File: src/hdl/asc_pkg.sv
// Package for the accelerometer step counter.
// Holds configuration register indexes, field widths and the configuration struct.
// No dependencies.
package asc_pkg;

    localparam int RAW_W   = 16;
    localparam int AXIS_W  = 14;
    localparam int AMG_W   = 13;
    localparam int MAG_W   = 15;
    localparam int CNT_W   = 16;
    localparam int RANGE_W = 2;
    localparam int THR_W   = 15;
    localparam int MULT_W  = 5;
    localparam int IDX_W   = 3;
    localparam int DATA_W  = 16;

    localparam logic [IDX_W-1:0] CFG_RANGE     = 3'd0;
    localparam logic [IDX_W-1:0] CFG_HIGH_THR  = 3'd1;
    localparam logic [IDX_W-1:0] CFG_LOW_THR   = 3'd2;
    localparam logic [IDX_W-1:0] CFG_RELOAD    = 3'd3;
    localparam logic [IDX_W-1:0] CFG_MULT      = 3'd4;

    localparam logic [RANGE_W-1:0] RANGE_2G = 2'd0;
    localparam logic [RANGE_W-1:0] RANGE_4G = 2'd1;

    localparam logic [RANGE_W-1:0] RESET_RANGE    = 2'd0;
    localparam logic [THR_W-1:0]   RESET_HIGH_THR = 15'd2000;
    localparam logic [THR_W-1:0]   RESET_LOW_THR  = 15'd1900;
    localparam logic [CNT_W-1:0]   RESET_RELOAD   = 16'd150;
    localparam logic [MULT_W-1:0]  RESET_MULT     = 5'd4;

    localparam logic [9:0] MG_PER_G = 10'd1000;

    typedef struct packed {
        logic [RANGE_W-1:0] range_select;
        logic [THR_W-1:0]   high_threshold;
        logic [THR_W-1:0]   low_threshold;
        logic [CNT_W-1:0]   window_reload;
        logic [MULT_W-1:0]  rate_multiplier;
    } t_cfg;

endpackage

File: src/hdl/asc_axis_lane.sv
// One axis lane: scales a left-justified 14-bit axis word to absolute milli-g.
// Registered output; uses asc_pkg.
module asc_axis_lane (
    input  logic                                i_clk,
    input  logic                                i_en,
    input  logic signed [asc_pkg::RAW_W-1:0]    i_raw,
    input  logic [asc_pkg::RANGE_W-1:0]         i_range,
    output logic [asc_pkg::AMG_W-1:0]           o_abs_mg
);

    logic [asc_pkg::AXIS_W-1:0]   w_val;
    logic [asc_pkg::AXIS_W-1:0]   w_abs;
    logic [23:0]                  w_prod;
    logic [23:0]                  w_shifted;
    logic [asc_pkg::AMG_W-1:0]    r_abs_mg;

    assign w_val  = i_raw[asc_pkg::RAW_W-1:2];
    assign w_abs  = w_val[asc_pkg::AXIS_W-1] ? (~w_val + 14'd1) : w_val;
    assign w_prod = {10'd0, w_abs} * {14'd0, asc_pkg::MG_PER_G};

    always_comb begin
        case (i_range)
            asc_pkg::RANGE_2G: w_shifted = w_prod >> 12;
            asc_pkg::RANGE_4G: w_shifted = w_prod >> 11;
            default:           w_shifted = w_prod >> 10;
        endcase
    end

    always_ff @(posedge i_clk) begin
        if (i_en) begin
            r_abs_mg <= w_shifted[asc_pkg::AMG_W-1:0];
        end
    end

    assign o_abs_mg = r_abs_mg;

endmodule

File: src/hdl/asc_step_tracker.sv
// Step detector with hysteresis and rate window counter; holds the result registers.
// Uses asc_pkg for widths and the configuration struct.
module asc_step_tracker (
    input  logic                        i_clk,
    input  logic                        i_rst_n,
    input  logic                        i_en,
    input  logic [asc_pkg::MAG_W-1:0]   i_mag,
    input  asc_pkg::t_cfg               i_cfg,
    output logic [asc_pkg::MAG_W-1:0]   o_magnitude_mg,
    output logic                        o_step_seen,
    output logic [asc_pkg::CNT_W-1:0]   o_step_total,
    output logic                        o_rate_valid,
    output logic [asc_pkg::CNT_W-1:0]   o_steps_per_minute
);

    logic                        r_seeking;
    logic [asc_pkg::CNT_W-1:0]   r_step_count;
    logic [asc_pkg::CNT_W-1:0]   r_window_left;
    logic [asc_pkg::CNT_W-1:0]   r_count_at_window;
    logic [asc_pkg::CNT_W-1:0]   r_rate_hold;
    logic [asc_pkg::MAG_W-1:0]   r_mag;
    logic                        r_seen;
    logic                        r_rate_valid;

    logic                        w_still_seeking;
    logic                        w_step;
    logic                        n_seeking;
    logic [asc_pkg::CNT_W-1:0]   n_step_count;
    logic                        w_close;
    logic [asc_pkg::CNT_W-1:0]   w_diff;
    logic [20:0]                 w_rate;
    logic [asc_pkg::CNT_W-1:0]   w_rate_sat;

    assign w_still_seeking = r_seeking && !(i_mag > i_cfg.high_threshold);
    assign w_step          = !w_still_seeking && (i_mag < i_cfg.low_threshold);
    assign n_seeking       = w_still_seeking || w_step;
    assign n_step_count    = r_step_count + {{(asc_pkg::CNT_W-1){1'b0}}, w_step};
    assign w_close         = (r_window_left == '0);
    assign w_diff          = n_step_count - r_count_at_window;
    assign w_rate          = {5'd0, w_diff} * {16'd0, i_cfg.rate_multiplier};
    assign w_rate_sat      = (w_rate[20:16] != 5'd0) ? 16'hFFFF : w_rate[15:0];

    always_ff @(posedge i_clk) begin
        if (!i_rst_n) begin
            r_seeking         <= 1'b1;
            r_step_count      <= '0;
            r_window_left     <= '0;
            r_count_at_window <= '0;
            r_rate_hold       <= '0;
        end else if (i_en) begin
            r_seeking    <= n_seeking;
            r_step_count <= n_step_count;
            if (w_close) begin
                r_rate_hold       <= w_rate_sat;
                r_count_at_window <= n_step_count;
                r_window_left     <= i_cfg.window_reload;
            end else begin
                r_window_left <= r_window_left - 16'd1;
            end
        end
    end

    always_ff @(posedge i_clk) begin
        if (i_en) begin
            r_mag        <= i_mag;
            r_seen       <= w_step;
            r_rate_valid <= w_close;
        end
    end

    assign o_magnitude_mg     = r_mag;
    assign o_step_seen        = r_seen;
    assign o_step_total       = r_step_count;
    assign o_rate_valid       = r_rate_valid;
    assign o_steps_per_minute = r_rate_hold;

    a_step_increments: assert property (@(posedge i_clk) disable iff (!i_rst_n)
        i_en |=> (r_step_count == $past(r_step_count) + {15'd0, r_seen}))
        else $error("step count out of step with step flag");

    a_hold_when_stalled: assert property (@(posedge i_clk) disable iff (!i_rst_n)
        !i_en |=> ($stable(r_step_count) && $stable(r_window_left) && $stable(r_seeking)))
        else $error("tracker state moved without an item");

    a_window_reload: assert property (@(posedge i_clk) disable iff (!i_rst_n)
        (i_en && r_window_left == '0) |=>
            (r_rate_valid && r_count_at_window == r_step_count))
        else $error("window close did not report and reload");

endmodule

File: src/hdl/accel_step_counter_unit.sv
// Accelerometer step counter: three axis lanes, magnitude merge, step tracker.
// Pipeline: 3 register stages (lanes, merge, tracker).
// Throughput: one item per cycle; the input stalls only when the output stalls
// with all three stages full.
// Reset: synchronous active-low; clears the pipeline valid flags, tracker state and config
// registers to their defaults. Uses asc_pkg, asc_axis_lane, asc_step_tracker.
module accel_step_counter_unit (
    input  logic                                i_clk,
    input  logic                                i_rst_n,
    input  logic                                i_cfg_we,
    input  logic [asc_pkg::IDX_W-1:0]           i_cfg_index,
    input  logic [asc_pkg::DATA_W-1:0]          i_cfg_data,
    input  logic                                i_in_valid,
    output logic                                o_in_ready,
    input  logic signed [asc_pkg::RAW_W-1:0]    i_x_raw,
    input  logic signed [asc_pkg::RAW_W-1:0]    i_y_raw,
    input  logic signed [asc_pkg::RAW_W-1:0]    i_z_raw,
    output logic                                o_out_valid,
    input  logic                                i_out_ready,
    output logic [asc_pkg::MAG_W-1:0]           o_magnitude_mg,
    output logic                                o_step_seen,
    output logic [asc_pkg::CNT_W-1:0]           o_step_total,
    output logic                                o_rate_valid,
    output logic [asc_pkg::CNT_W-1:0]           o_steps_per_minute
);

    asc_pkg::t_cfg              r_cfg;
    logic                       r_v1;
    logic                       r_v2;
    logic                       r_v3;
    logic                       w_en1;
    logic                       w_en2;
    logic                       w_en3;
    logic [asc_pkg::AMG_W-1:0]  w_abs_x;
    logic [asc_pkg::AMG_W-1:0]  w_abs_y;
    logic [asc_pkg::AMG_W-1:0]  w_abs_z;
    logic [asc_pkg::MAG_W-1:0]  r_mag;

    always_ff @(posedge i_clk) begin
        if (!i_rst_n) begin
            r_cfg.range_select    <= asc_pkg::RESET_RANGE;
            r_cfg.high_threshold  <= asc_pkg::RESET_HIGH_THR;
            r_cfg.low_threshold   <= asc_pkg::RESET_LOW_THR;
            r_cfg.window_reload   <= asc_pkg::RESET_RELOAD;
            r_cfg.rate_multiplier <= asc_pkg::RESET_MULT;
        end else if (i_cfg_we) begin
            unique case (i_cfg_index)
                asc_pkg::CFG_RANGE:
                    r_cfg.range_select <= i_cfg_data[asc_pkg::RANGE_W-1:0];
                asc_pkg::CFG_HIGH_THR:
                    r_cfg.high_threshold <= i_cfg_data[asc_pkg::THR_W-1:0];
                asc_pkg::CFG_LOW_THR:
                    r_cfg.low_threshold <= i_cfg_data[asc_pkg::THR_W-1:0];
                asc_pkg::CFG_RELOAD:
                    r_cfg.window_reload <= i_cfg_data;
                asc_pkg::CFG_MULT:
                    r_cfg.rate_multiplier <= i_cfg_data[asc_pkg::MULT_W-1:0];
                default: begin
                end
            endcase
        end
    end

    assign w_en3      = !r_v3 || i_out_ready;
    assign w_en2      = !r_v2 || w_en3;
    assign w_en1      = !r_v1 || w_en2;
    assign o_in_ready = w_en1;

    always_ff @(posedge i_clk) begin
        if (!i_rst_n) begin
            r_v1 <= 1'b0;
            r_v2 <= 1'b0;
            r_v3 <= 1'b0;
        end else begin
            if (w_en1) begin
                r_v1 <= i_in_valid;
            end
            if (w_en2) begin
                r_v2 <= r_v1;
            end
            if (w_en3) begin
                r_v3 <= r_v2;
            end
        end
    end

    asc_axis_lane u_lane_x (
        .i_clk    (i_clk),
        .i_en     (w_en1),
        .i_raw    (i_x_raw),
        .i_range  (r_cfg.range_select),
        .o_abs_mg (w_abs_x)
    );

    asc_axis_lane u_lane_y (
        .i_clk    (i_clk),
        .i_en     (w_en1),
        .i_raw    (i_y_raw),
        .i_range  (r_cfg.range_select),
        .o_abs_mg (w_abs_y)
    );

    asc_axis_lane u_lane_z (
        .i_clk    (i_clk),
        .i_en     (w_en1),
        .i_raw    (i_z_raw),
        .i_range  (r_cfg.range_select),
        .o_abs_mg (w_abs_z)
    );

    always_ff @(posedge i_clk) begin
        if (w_en2) begin
            r_mag <= {2'd0, w_abs_x} + {2'd0, w_abs_y} + {2'd0, w_abs_z};
        end
    end

    asc_step_tracker u_tracker (
        .i_clk              (i_clk),
        .i_rst_n            (i_rst_n),
        .i_en               (w_en3 && r_v2),
        .i_mag              (r_mag),
        .i_cfg              (r_cfg),
        .o_magnitude_mg     (o_magnitude_mg),
        .o_step_seen        (o_step_seen),
        .o_step_total       (o_step_total),
        .o_rate_valid       (o_rate_valid),
        .o_steps_per_minute (o_steps_per_minute)
    );

    assign o_out_valid = r_v3;

endmodule
File: config.mk
export PLATFORM = sky130hd
export DESIGN_NAME = accel_step_counter_unit
export DESIGN_NICKNAME = d
export VERILOG_FILES = /design/src/hdl/asc_pkg.sv /design/src/hdl/asc_axis_lane.sv /design/src/hdl/asc_step_tracker.sv /design/src/hdl/accel_step_counter_unit.sv
export SDC_FILE = /design/constraint.sdc
export NUM_CORES = 1
export LEC_CHECK = 0
export ABC_AREA = 1
export BUFFER_PORTS_ARGS = -buffer_cell sky130_fd_sc_hd__buf_4
export CORE_MARGIN = 4
export CORE_UTILIZATION = 50
export DETAILED_ROUTE_END_ITERATION = 10
export GPL_ROUTABILITY_DRIVEN = 1
export PLACE_DENSITY = 0.69
export SYNTH_ARGS = -nofsm -noshare
export SYNTH_HDL_FRONTEND = slang
export SYNTH_SLANG_ARGS = --single-unit
export TNS_END_PERCENT = 10
File: constraint.sdc
create_clock -name i_clk -period 10.9 [get_ports i_clk]
set_clock_uncertainty 0.15 [all_clocks]
set_input_delay 0.545 -clock i_clk [delete_from_list [all_inputs] [get_ports i_clk]]
set_output_delay 0.545 -clock i_clk [all_outputs]
set_load 0.02 [all_outputs]
==> results.toml, run 1 <==
[final_layout]
fillers = 3971
fin_nets = 3306
drive_above_1_share_pct = 8.46
final_cell_mix = "inv_1, nand2_1, ha_1, nand3_1, nor2_1"
finalNonFillerCells = 3364
syn_to_final_growth_pct = 9.21
final_common_cell = "inv_1"
n_antenna_cell = 0

[cts]
cts_resized = 0
clk_pin_slew_worst_paths_ns = 0.07
clock_sinks = 192
clk_path_buf_depth = 2
cts_tree = "built"
cts-root-buf = "clkbuf_16"
numCtsBuffers = 17
post_cts_buffers = 0
htreeDepth = 4
clkLatencyLatePin_ns = 0.45
hold_buffers = 0

[timing]
finalCritPeriodShare_pct = 75.4
fin_crit_ns = 8.22
final_hold_viol_count = 0
rsz0062_at_grt = "false"
setup_violations = 0
final_max_slew_viol_count = 0
timing.fmax_ghz = 0.122
tns_ns = 0
slew_headroom_pct = 23.8
worst_pin_slew_ns = 1.14

[synth]
synthFlopType = "dfxtp_1"
syn_area_um2 = 21300
synthTopCellsByArea = "fa_1, ha_1, dfxtp_1"
ys.warnings.count = 0
async_flop_share_pct = 0
syn_inst = 2722
synth-seq-area-share_pct = 21.4
yosys.area.top_type = "fa_1"
syn_nets = 3216
synth-edff-count = 71
synth_top_area_share_pct = 18.1
synth-seq-cells = 192
synth.avg_cell_area_um2 = 7.82
synth_cell_types = 56

[worst_setup_path]
critPathRequiredTime_ns = 11.09
cp_max_fo = 16
startpoint_type = "flop"
slowest_stage = "fa_1"
slowest_delay_ns = 0.53
cp_common_cell = "a21oi_1"
crit_path_end_kind = "flop"
critPathArrivalTime_ns = 8.41
rrSetupSlack_ns = 2.68
path_class = "flop to flop"

[placement]
routabilityCongestion = 0.927
hpwl_um = 39600
portBuffers = 116
place_inst = 3332

[global_routing]
antenna_found_initial = 0
grt_use_total_pct = 21.0
grt_pass1_vias = 17700
grt_pass1_wl_um = 82300
grt_start_max_net_pins = 90
grt_overflow = 0

[outcome]
status = "completed"

[routing]
drt_iter0_drc = 1117
wirelength_um = 48000
vias_per_cell = 5.27
vias = 17700
routedWlPerCell_um = 14.3
drcViolationCount = 0
first_pass_iters = 5
drtAntennaViolNets = 0

[floorplanning]
boundaryPins = 123
die_w_um = 214
start_util_pct = 50.6
core.rowCount = 75
fp.coreArea_um2 = 42000
die_area_um2 = 45900
die_h_um = 214

[pwr]
power.total_uw = 7810
power_density_nw_per_um2 = 336
ir_worst_vdd_uv = 200
leakage_uw = 0.0120

[run]
cap_violations = 0

[hold_path]
hp-class = "input port to flop"
==> final timing paths <==
kind,from,end,cells after the start
setup / recovery,r_mag[4],u_tracker.o_steps_per_minute[0],36
hold / removal,i_cfg_data[15],r_cfg[20],3
setup reg to reg,r_mag[4],u_tracker.o_steps_per_minute[0],36
hold reg to reg,r_cfg[10],r_cfg[10],2
==> power breakdown <==
group          switching [uW]  internal [uW]
clock network             301            320
registers                98.7           1090
logic                    3770           2230
total                    4170           3630
==> cells in the mapped netlist (9+ instances only) <==
cell type / n
a211oi_1: 12
a21o_1: 12
a21oi_1: 173
clkbuf_1: 41
dfxtp_1: 121
edfxtp_1: 71
fa_1: 192
ha_1: 230
inv_1: 531
nand2_1: 432
nand2_2: 16
nand3_1: 204
nand3b_1: 28
nand4_1: 38
nor2_1: 202
nor3_1: 29
nor4_1: 9
o211ai_1: 23
o21a_1: 22
o21ai_0: 123
o21ai_1: 11
o21bai_1: 10
or2_2: 18
xnor2_1: 17
xor2_1: 67
==> flip-flops by register name, summed over array words and instances, names as in the netlist <==
name / flops
o_out_valid: 1
u_lane_z.o_abs_mg: 13
u_tracker.r_window_left: 16
u_lane_x.o_abs_mg: 13
r_v1: 1
u_tracker.o_magnitude_mg: 15
u_tracker.o_step_seen: 1
u_tracker.o_step_total: 16
r_mag: 15
u_tracker.r_count_at_window: 16
r_v2: 1
u_tracker.o_rate_valid: 1
r_cfg: 53
u_tracker.r_seeking: 1
u_lane_y.o_abs_mg: 13
u_tracker.o_steps_per_minute: 16
==> metrics by stage <==
step           util [%]  setup WS [ns]  hold WS [ns]  cell area, um^2
2_1_floorplan         -           3.91         0.274            21300
3_3_place_gp       53.9           2.88         0.291            22700
3_5_place_dp       53.9           2.78         0.292            22700
4_1_cts            55.3           2.73         0.163            23200
5_1_grt            55.3           2.00         0.188            23200
6_report           55.3           2.68         0.191            23200
==> layout make-up <==
type | instances | area (um^2) | area share [%]
clock buffer | 20 | 467 | 2.01
inverter | 541 | 2030 | 8.75
multi-input combinational | 1934 | 14500 | 62.2
clock inverter | 12 | 116 | 0.501
tap | 539 | 674 | 2.90
timing repair buffer | 126 | 946 | 4.07
sequential | 192 | 4550 | 19.6
==> cell families after synthesis <==
kind of cell | share of synthesized area, %
AOI/OAI and AO/OA | 11.2
buffers and inverters | 10.7
and+or+nand+nor | 21.6
xor gates and xnor gates | 3.46
adders and majority gates | 31.6
DFF | 21.4
==> worst max-delay path: cells and delay by family, from the launching register on <==
kind / cells / cell delay, ns
fa+ha+maj: 7 / 2.84
compound gates: 10 / 1.97
simple gates: 13 / 1.87
xor+xnor: 2 / 0.65
flops: 1 / 0.44
buf+inv: 4 / 0.18
==> routing by layer <==
| metal | track usage [%] | vias to the layer above | part of all wire (%) | routed length, um |
|---|---|---|---|---|
| met5 | 0 | - | 0 | 0 |
| met4 | 6.01 | 0 | 2.2 | 1060 |
| met3 | 2.14 | 73 | 3.4 | 1640 |
| met2 | 37.5 | 332 | 50 | 23900 |
| met1 | 27.1 | 8360 | 45 | 21400 |
| li1 | - | 8974 | - | - |
Power figures use the tool's default switching activity.
==> inputs of run 2 (changes only) <==
Settings changed: PLACE_DENSITY 0.69 to 0.72.
Clock period 10.9 ns to 6.7 ns, I/O delays scaled along.
==> run 2 against run 1 <==
Net effect: combinational power rose by 78%; design area rose by 8.9%; largest cell class unchanged; critical path type unchanged; highest routed layer unchanged; the flow now finishes with violations (negative setup slack); sequential power rose by 64%.
==> results.toml, run 2 (same netlist as run 1, synthesis figures left out) <==
[outcome]
status = "finished, violations left"
violations = "negative setup slack"

[cts]
clk_pin_slew_worst_paths_ns = 0.08
cts-root-buf = "clkbuf_16"
clk_path_buf_depth = 2
cts_tree = "built"
numCtsBuffers = 17
htreeDepth = 4
clkLatencyLatePin_ns = 0.46
clock_sinks = 192

[placement]
place_area_um2 = 23900
routabilityCongestion = 0.901
portBuffers = 116
hpwl_um = 42900
place_inst = 3473

[pwr]
ir_worst_vdd_uv = 297
power.total_uw = 13700
leakage_uw = 0.0129
power_density_nw_per_um2 = 540

[routing]
first_pass_iters = 8
vias = 18700
vias_per_cell = 5.29
routedWlPerCell_um = 15.1
drtAntennaViolNets = 0
drcViolationCount = 0
drt_iter0_drc = 1127
wirelength_um = 53600

[worst_setup_path]
path_class = "flop to flop"
r2r_start = "r_mag[3]"
rr_worst_depth = 41
slowest_delay_ns = 0.51
crit_path_start = "r_mag[3]"
crit_path_end_kind = "flop"
slowest_stage = "fa_1"
rrSetupSlack_ns = -0.75
critPathCapture = "u_tracker.o_steps_per_minute[2]"
cp_max_fo = 8
critPathRequiredTime_ns = 6.90
critPathArrivalTime_ns = 7.65
r2r_end = "u_tracker.o_steps_per_minute[2]"
startpoint_type = "flop"

[timing]
rsz0062_at_grt = "true"
slew_headroom_pct = 24.9
timing.fmax_ghz = 0.134
tns_ns = -11.68
fin_crit_ns = 7.45
final_max_slew_viol_count = 0
finalCritPeriodShare_pct = 111
final_hold_viol_count = 0
worst_pin_slew_ns = 1.12
layout_setup_ws_ns = -0.749
setup_violations = 16

[final_layout]
layout.area.seq_um2 = 4550
n_antenna_cell = 0
drive_above_1_share_pct = 16.7
final_cell_mix = "inv_1, nand2_1, buf_4, ha_1, nand3_1"
fin_area_um2 = 25300
syn_to_final_growth_pct = 19.0
fillers = 3695
fin_nets = 3483
multi_input_comb_area_um2 = 15100
regMostFlops = "r_cfg"
largest_reg_flops = 53
finalNonFillerCells = 3541
utilization_pct = 60.2
final_common_cell = "inv_1"

[floorplanning]
core.rowCount = 75
boundaryPins = 123
die_area_um2 = 45900
die_h_um = 214
die_w_um = 214
fp.coreArea_um2 = 42000
start_util_pct = 50.6

[global_routing]
antenna_found_initial = 0
grt_start_max_net_pins = 90
grt_pass1_vias = 18900
grt_overflow = 0
grt_pass1_wl_um = 90200
grt_use_total_pct = 23.2

[run]
cap_violations = 0

[hold_path]
hp-class = "input port to flop"
==> run 2: cell types whose count changed in the layout (fill, tap and decap cells not counted), sizes merged <==
| cell | delta |
|---|---|
| buf | +160 |
| dlygate4sd3 | +14 |
| clkbuf | +1 |
| clkinv | +1 |
| inv | -1 |
| nand2 | +1 |
| nor2 | +1 |
==> run 2: how the worst min path moves through the flow <==
stage / endpoint / startpoint / slack, ns / cells after the start
5_1_grt: r_cfg[24] / i_cfg_data[3] / 0.02 / 3
4_1_cts: r_cfg[6] / i_cfg_data[1] / 0.0009 / 3
3_5_place_dp: r_cfg[8] / r_cfg[8] / 0.30 / 2
2_1_floorplan: r_cfg[6] / r_cfg[6] / 0.27 / 2
3_3_place_gp: r_cfg[5] / r_cfg[5] / 0.29 / 2
6_report: r_cfg[24] / i_cfg_data[3] / 0.02 / 3
==> run 2: repair_timing <==
item                       CTS  global route
resized for setup           35            78
setup buffers                5            14
pin swaps                   21            55
cloned                       2             1
hold buffers                14             0
setup endpoints to repair   16            16
hold endpoints to repair    24             0
==> run 2: power by group <==
part	total, uW	switching (uW)	internal (uW)
Sequential	1930	165	1770
Combinational	10700	6510	4200
Clock	1030	505	520
==> run 2: stage by stage <==
stage                     hold slack (ns)  setup WS [ns]
after global placement              0.288         -0.777
after CTS                        0.000916         -0.657
final                              0.0244         -0.749
after detailed placement            0.303          -1.07
after floorplan                     0.274         -0.187
after global routing               0.0228          -1.19
==> run 2: layout make-up <==
class / instances / area share, %
clock buffer: 20 / 1.81
timing repair buffer: 301 / 9.21
inverter: 541 / 8.03
multi-input combinational: 1936 / 59.7
tap: 539 / 2.66
clock inverter: 12 / 0.549
sequential: 192 / 18.0
==> run 2: worst max-delay path: cells and delay by family, from the launching register on <==
| kind | cells | cell delay, ns |
|---|---|---|
| xor gates and xnor gates | 1 | 0.17 |
| DFF | 1 | 0.47 |
| adders and majority gates | 8 | 2.67 |
| and+or+nand+nor | 19 | 2.26 |
| buffers and inverters | 8 | 0.70 |
| AOI/OAI and AO/OA | 5 | 0.95 |
==> run 2: layer usage <==
metal,global-route usage [%],wire (um),share of wire [%]
met5,0,0,0
met1,29.7,23200,43
met2,41.1,26900,50
met3,3.12,2180,4.1
met4,6.35,1280,2.4
